==> config.mk <==
export PLATFORM = sky130hd
export DESIGN_NAME = gcm_div
export DESIGN_NICKNAME = d
export VERILOG_FILES = /design/src/rtl/gcm_pkg.sv /design/src/rtl/gcm_div.sv
export SDC_FILE = /design/constraint.sdc
export NUM_CORES = 2
export LEC_CHECK = 0
export BUFFER_PORTS_ARGS = -buffer_cell sky130_fd_sc_hd__buf_4
export CAP_MARGIN = 20
export CORE_ASPECT_RATIO = 0.5
export CORE_MARGIN = 2
export CORE_UTILIZATION = 55
export CTS_CLUSTER_SIZE = 16
export DETAILED_ROUTE_END_ITERATION = 8
export PLACE_DENSITY_LB_ADDON = 0.1
export SYNTH_ARGS = -nofsm -noshare
export SYNTH_HDL_FRONTEND = slang
export SYNTH_SLANG_ARGS = --single-unit
==> constraint.sdc <==
create_clock -name clk -period 15.2 [get_ports clk]
set_input_delay 3.04 -clock clk [delete_from_list [all_inputs] [get_ports clk]]
set_output_delay 3.04 -clock clk [all_outputs]
set_load 0.01 [all_outputs]
==> src/rtl/gcm_pkg.sv <==
`timescale 1ns / 1ps

package gcm_pkg;

  localparam int POS_W  = 16;
  localparam int SP_W   = 30;   // 10000 * position
  localparam int D_W    = 28;   // offset into a segment
  localparam int DEN_W  = 28;   // segment length times full scale
  localparam int N_W    = 36;   // slope * offset, plus ceiling bias
  localparam int RCP_W  = 10;
  localparam int RCP_SH = 36;
  localparam int NSTG   = 7;

  localparam longint unsigned POS_MAX = (64'd1 << POS_W) - 64'd1;

  // segment stops, scaled by 10000 * full scale
  localparam logic [SP_W-1:0] STOP_1 = SP_W'(64'd1600 * POS_MAX);
  localparam logic [SP_W-1:0] STOP_2 = SP_W'(64'd4200 * POS_MAX);
  localparam logic [SP_W-1:0] STOP_3 = SP_W'(64'd6425 * POS_MAX);
  localparam logic [SP_W-1:0] STOP_4 = SP_W'(64'd8575 * POS_MAX);

  localparam longint unsigned DEN64_0 = 64'd1600 * POS_MAX;
  localparam longint unsigned DEN64_1 = 64'd2600 * POS_MAX;
  localparam longint unsigned DEN64_2 = 64'd2225 * POS_MAX;
  localparam longint unsigned DEN64_3 = 64'd2150 * POS_MAX;
  localparam longint unsigned DEN64_4 = 64'd1425 * POS_MAX;

  localparam logic [DEN_W-1:0] DEN_0 = DEN_W'(DEN64_0);
  localparam logic [DEN_W-1:0] DEN_1 = DEN_W'(DEN64_1);
  localparam logic [DEN_W-1:0] DEN_2 = DEN_W'(DEN64_2);
  localparam logic [DEN_W-1:0] DEN_3 = DEN_W'(DEN64_3);
  localparam logic [DEN_W-1:0] DEN_4 = DEN_W'(DEN64_4);

  // floor(2^RCP_SH / den): quotient estimate is exact or one low
  localparam logic [RCP_W-1:0] RCP_0 = RCP_W'((64'd1 << RCP_SH) / DEN64_0);
  localparam logic [RCP_W-1:0] RCP_1 = RCP_W'((64'd1 << RCP_SH) / DEN64_1);
  localparam logic [RCP_W-1:0] RCP_2 = RCP_W'((64'd1 << RCP_SH) / DEN64_2);
  localparam logic [RCP_W-1:0] RCP_3 = RCP_W'((64'd1 << RCP_SH) / DEN64_3);
  localparam logic [RCP_W-1:0] RCP_4 = RCP_W'((64'd1 << RCP_SH) / DEN64_4);

  localparam logic [2:0] SEG_0 = 3'd0;
  localparam logic [2:0] SEG_1 = 3'd1;
  localparam logic [2:0] SEG_2 = 3'd2;
  localparam logic [2:0] SEG_3 = 3'd3;
  localparam logic [2:0] SEG_4 = 3'd4;

  localparam logic [1:0] CH_RED = 2'd0;
  localparam logic [1:0] CH_GRN = 2'd1;
  localparam logic [1:0] CH_BLU = 2'd2;

  typedef struct packed {
    logic [7:0]       start;
    logic [7:0]       slope;
    logic             fall;
    logic [DEN_W-1:0] den;
    logic [RCP_W-1:0] rcp;
  } coef_t;

  typedef struct packed {
    logic [NSTG-1:0] en;
    logic [NSTG-1:0] vld;
  } pipe_ctl_t;

  function automatic logic [SP_W-1:0] seg_off(input logic [2:0] seg);
    logic [SP_W-1:0] o;
    case (seg)
      SEG_1:   o = STOP_1;
      SEG_2:   o = STOP_2;
      SEG_3:   o = STOP_3;
      SEG_4:   o = STOP_4;
      default: o = '0;
    endcase
    return o;
  endfunction

  function automatic coef_t seg_coef(input logic [2:0] seg, input logic [1:0] ch);
    coef_t      c;
    logic [7:0] st;
    logic [7:0] sl;
    logic       fl;
    st = 8'd0;
    sl = 8'd0;
    fl = 1'b0;
    case (seg)
      SEG_0: begin
        c.den = DEN_0;
        c.rcp = RCP_0;
        case (ch)
          CH_RED:  begin st = 8'd0;   sl = 8'd32;  fl = 1'b0; end
          CH_GRN:  begin st = 8'd7;   sl = 8'd100; fl = 1'b0; end
          CH_BLU:  begin st = 8'd100; sl = 8'd103; fl = 1'b0; end
          default: begin st = 8'd0;   sl = 8'd0;   fl = 1'b0; end
        endcase
      end
      SEG_1: begin
        c.den = DEN_1;
        c.rcp = RCP_1;
        case (ch)
          CH_RED:  begin st = 8'd32;  sl = 8'd205; fl = 1'b0; end
          CH_GRN:  begin st = 8'd107; sl = 8'd148; fl = 1'b0; end
          CH_BLU:  begin st = 8'd203; sl = 8'd42;  fl = 1'b0; end
          default: begin st = 8'd0;   sl = 8'd0;   fl = 1'b0; end
        endcase
      end
      SEG_2: begin
        c.den = DEN_2;
        c.rcp = RCP_2;
        case (ch)
          CH_RED:  begin st = 8'd237; sl = 8'd18;  fl = 1'b0; end
          CH_GRN:  begin st = 8'd255; sl = 8'd85;  fl = 1'b1; end
          CH_BLU:  begin st = 8'd255; sl = 8'd255; fl = 1'b1; end
          default: begin st = 8'd0;   sl = 8'd0;   fl = 1'b0; end
        endcase
      end
      SEG_3: begin
        c.den = DEN_3;
        c.rcp = RCP_3;
        case (ch)
          CH_RED:  begin st = 8'd255; sl = 8'd255; fl = 1'b1; end
          CH_GRN:  begin st = 8'd170; sl = 8'd168; fl = 1'b1; end
          default: begin st = 8'd0;   sl = 8'd0;   fl = 1'b0; end
        endcase
      end
      default: begin
        c.den = DEN_4;
        c.rcp = RCP_4;
        case (ch)
          CH_GRN:  begin st = 8'd2;   sl = 8'd2;   fl = 1'b1; end
          default: begin st = 8'd0;   sl = 8'd0;   fl = 1'b0; end
        endcase
      end
    endcase
    c.start = st;
    c.slope = sl;
    c.fall  = fl;
    return c;
  endfunction

endpackage

==> src/rtl/gcm_div.sv <==
`timescale 1ns / 1ps

module gcm_div import gcm_pkg::*; (
  input  logic            clk,
  input  logic            rst_n,
  input  pipe_ctl_t       ctl,
  input  logic [D_W-1:0]  d,
  input  coef_t           cf,
  output logic [7:0]      res_r
);

  logic [N_W-1:0]          n2_r, n3_r, n4_r;
  coef_t                   c2_r, c3_r, c4_r, c5_r;
  logic [7:0]              q3_r, q4_r, q5_r;
  logic [N_W-1:0]          qd4_r;
  logic [N_W+RCP_W-1:0]    prod;
  logic [N_W-1:0]          rem;
  logic                    adj;
  logic [N_W-1:0]          bias;

  // falling channels need the ceiling: bias by den - 1
  assign bias = cf.fall ? N_W'(cf.den - 1'b1) : '0;
  assign prod = n2_r * c2_r.rcp;
  assign rem  = n4_r - qd4_r;
  assign adj  = rem >= N_W'(c4_r.den);

  always_ff @(posedge clk) begin
    if (ctl.en[2]) begin
      n2_r <= N_W'(cf.slope) * N_W'(d) + bias;
      c2_r <= cf;
    end
    if (ctl.en[3]) begin
      q3_r <= prod[RCP_SH+7:RCP_SH];
      n3_r <= n2_r;
      c3_r <= c2_r;
    end
    if (ctl.en[4]) begin
      qd4_r <= N_W'(q3_r) * N_W'(c3_r.den);
      q4_r  <= q3_r;
      n4_r  <= n3_r;
      c4_r  <= c3_r;
    end
    if (ctl.en[5]) begin
      q5_r <= q4_r + {7'd0, adj};
      c5_r <= c4_r;
    end
    if (ctl.en[6]) begin
      if (!c5_r.fall) begin
        res_r <= c5_r.start + q5_r;
      end else if (q5_r > c5_r.start) begin
        res_r <= 8'd0;
      end else begin
        res_r <= c5_r.start - q5_r;
      end
    end
  end

`ifndef SYNTHESIS
  // reciprocal estimate must be exact or one low
  a_quot_est: assert property (@(posedge clk) disable iff (!rst_n)
    ctl.vld[4] |-> (n4_r >= qd4_r) && (rem < (N_W'(c4_r.den) << 1)))
    else $error("quotient estimate out of range");
`endif

endmodule

==> flow_metrics.env <==
export IMPL_synth_async_sr_flop_share_pct=0
export IMPL_cts_path_max_buffers=3
export IMPL_numClockSinks=306
export IMPL_dp_cells=4435
export IMPL_wire_per_inst_um=19.2
export IMPL_grt_max_degree=80
export IMPL_startpoint_type="primary input"
export IMPL_cp_max_fo=5
export IMPL_drtIter0Drc=1643
export IMPL_highest_signal_layer="met4"
export IMPL_grt_pass1_vias=26760
export IMPL_fmax_mhz=107
export IMPL_yosysSeqAreaShare_pct=25.0
export IMPL_critical_path_class="in2reg"
export IMPL_wl_um=86400
export IMPL_instances_no_fill=4492
export IMPL_slew_viol_final=0
export IMPL_syn_to_final_growth_pct=7.17
export IMPL_layout_drive_gt1_share_pct=5.38
export IMPL_register_area_um2=9190
export IMPL_start_util_pct=56.1
export IMPL_hpwl_um=66300
export IMPL_slew_headroom_pct=28.3
export IMPL_grt_use_total_pct=26.4
export IMPL_fp_dieW_um=370
export IMPL_min_period_ns=9.38
export IMPL_cp_startpoint="cf[10]"
export IMPL_cp_end_kind="flop"
export IMPL_multi_input_area_um2=24800
export IMPL_nNetsFinal=4562
export IMPL_min_from="c2_r[12]$_DFFE_PP_"
export IMPL_cts_tree="done"
export IMPL_tightest_slew_ns=1.08
export IMPL_synth_largest_area_cell="fa_1"
export IMPL_netlist_instances=3551
export IMPL_cts_max_level=1
export IMPL_route_detailed_drc=0
export IMPL_rows=66
export IMPL_hold_buffers=0
export IMPL_yosysWarnings=0
export IMPL_grt_pass1_wl_um=143000
export IMPL_ant_nets=0
export IMPL_cts_root_buf="clkbuf_16"
export IMPL_viasPerCell=5.51
export IMPL_die_h_um=187
export IMPL_synth_edf_count=306
export IMPL_die_area_um2=69100
export IMPL_rsz0062_at_grt="no"
export IMPL_m1WireLength_um=38300
export IMPL_port_buffers=96
export IMPL_place_gp_congestion=0.900
export IMPL_first_pass_iters=5
export IMPL_postCtsSetupRepairBufs=0
export IMPL_maxCapViolCount=0
export IMPL_io_pins=107
export IMPL_synth_top_cell_area_share_pct=33.6
export IMPL_postLayoutCellArea_um2=39400
export IMPL_hold_slack_ns=0.419
export IMPL_cts_buffers=31
export IMPL_ys_types=63
export IMPL_antenna_found_initial=5
export IMPL_cts_resized=0
export IMPL_dr_wl_met3_um=6490
export IMPL_coreArea_um2=65600
export IMPL_insertion_delay_ns=0.62
export IMPL_fin_crit_sh_pct=61.7
export IMPL_placed_cell_area_um2=38400
export IMPL_hold_path_class="reg2reg"
export IMPL_fin_skew_ns=0.0112
export IMPL_met2WireLength_um=39700
export IMPL_synthFlopType="edfxtp_1"
export IMPL_nFillCells=5603
export IMPL_critPathArrivalTime_ns=9.75
export IMPL_synth_area_top_cells="fa_1 (34%), edfxtp_1 (25%), ha_1 (8.9%)"
export IMPL_clk_pin_slew_ns=0.07
export IMPL_finalHoldViolations=0
export IMPL_setup_viol_count_final=0
export IMPL_required_ns=15.57
export IMPL_synth_common_cells="fa_1 (617), inv_1 (617), nand2_1 (530)"
export IMPL_synth_nets=4529
export IMPL_regToRegStartpoint="n4_r[0]$_DFFE_PP_"
export IMPL_syn_area_um2=36800
export IMPL_num_vias=24741
export IMPL_setup_tns_ns=0
export IMPL_outcome="completed"
export IMPL_gr_total_overflow=0
export IMPL_postSynthAreaPerCell_um2=10.4
export IMPL_ys_ff_latch=306
-- kinds of logic after synthesis --
group | count (synthesis) | share of synthesized area [%]
AOI/OAI and AO/OA | 383 | 6.97
xor gates and xnor gates | 136 | 3.24
adders and majority gates | 879 | 42.5
buffers and inverters | 739 | 7.54
DFF | 306 | 25.0
muxes | 1 | 0.0272
and+or+nand+nor | 1107 | 14.8
-- cell type report --
cell class | instances | area share [%]
Clock buffer | 32 | 1.98
Inverter | 617 | 5.87
Clock inverter | 24 | 0.749
Sequential cell | 306 | 23.3
Tap cell | 884 | 2.81
Timing Repair Buffer | 122 | 2.32
Antenna cell | 1 | 0.00635
Multi-Input combinational cell | 2506 | 63.0
-- worst paths after layout --
path / endpoint / slack (ns) / cells past startpoint
worst max-delay path: n2_r[32]$_DFFE_PP_ / 5.82 / 25
worst min-delay path: c3_r[12]$_DFFE_PP_ / 0.42 / 0
worst max register to register: q5_r[6]$_DFFE_PP_ / 8.27 / 27
worst min register to register: c3_r[12]$_DFFE_PP_ / 0.42 / 0
-- per-layer routing --
layer | track usage [%] | vias up
met4 | 6.14 | 0
met3 | 4.59 | 134
met2 | 42.3 | 729
li1 | - | 11267
met1 | 37.7 | 12611
met5 | 0 | -
-- layout by cell type (no fill, tap or decap), types with 25 or more instances in the layout --
cell type	count
inv_1	617
fa_1	617
nand2_1	530
and2_1	378
edfxtp_1	306
ha_1	262
buf_4	121
a21oi_1	108
a21o_1	85
xnor2_1	82
nor2_1	60
o21ai_0	57
xor2_1	54
clkbuf_16	31
nand3_1	25
-- critical path, cell delays in order --
cell and delay, ns:
buf_4 0.13, inv_1 0.07, ha_1 0.18, nand2_1 0.11, nor4_1 0.75, nand3_1 0.27
or2_2 0.42, nor2_1 0.12, xor2_1 0.17, nand2_1 0.17, fa_1 0.60, fa_1 0.46
fa_1 0.50, fa_1 0.49, inv_1 0.04, ha_1 0.32, and2_1 0.20, and3_1 0.20
a21boi_0 0.12, a31oi_1 0.38, a311o_1 0.30, nand3_1 0.18, a31o_2 0.29, a21oi_1 0.16
xnor2_1 0.07
-- through the flow --
stage,worst slack [ns],utilization [%]
after CTS,5.88,60.1
after global placement,5.30,58.5
after global routing,5.45,60.1
final,5.82,60.1
after detailed placement,5.23,58.5
after floorplan,6.68,-
-- flip-flops by register name, indices dropped and copies added, names as in the netlist, 9 cells and up --
signal / flops
n4_r: 36
n2_r: 36
qd4_r: 36
c3_r: 37
c5_r: 9
c2_r: 47
n3_r: 36
c4_r: 37
Power is not shown: default switching activity piles up to over one toggle a cycle in this logic, so the estimate is an artifact.
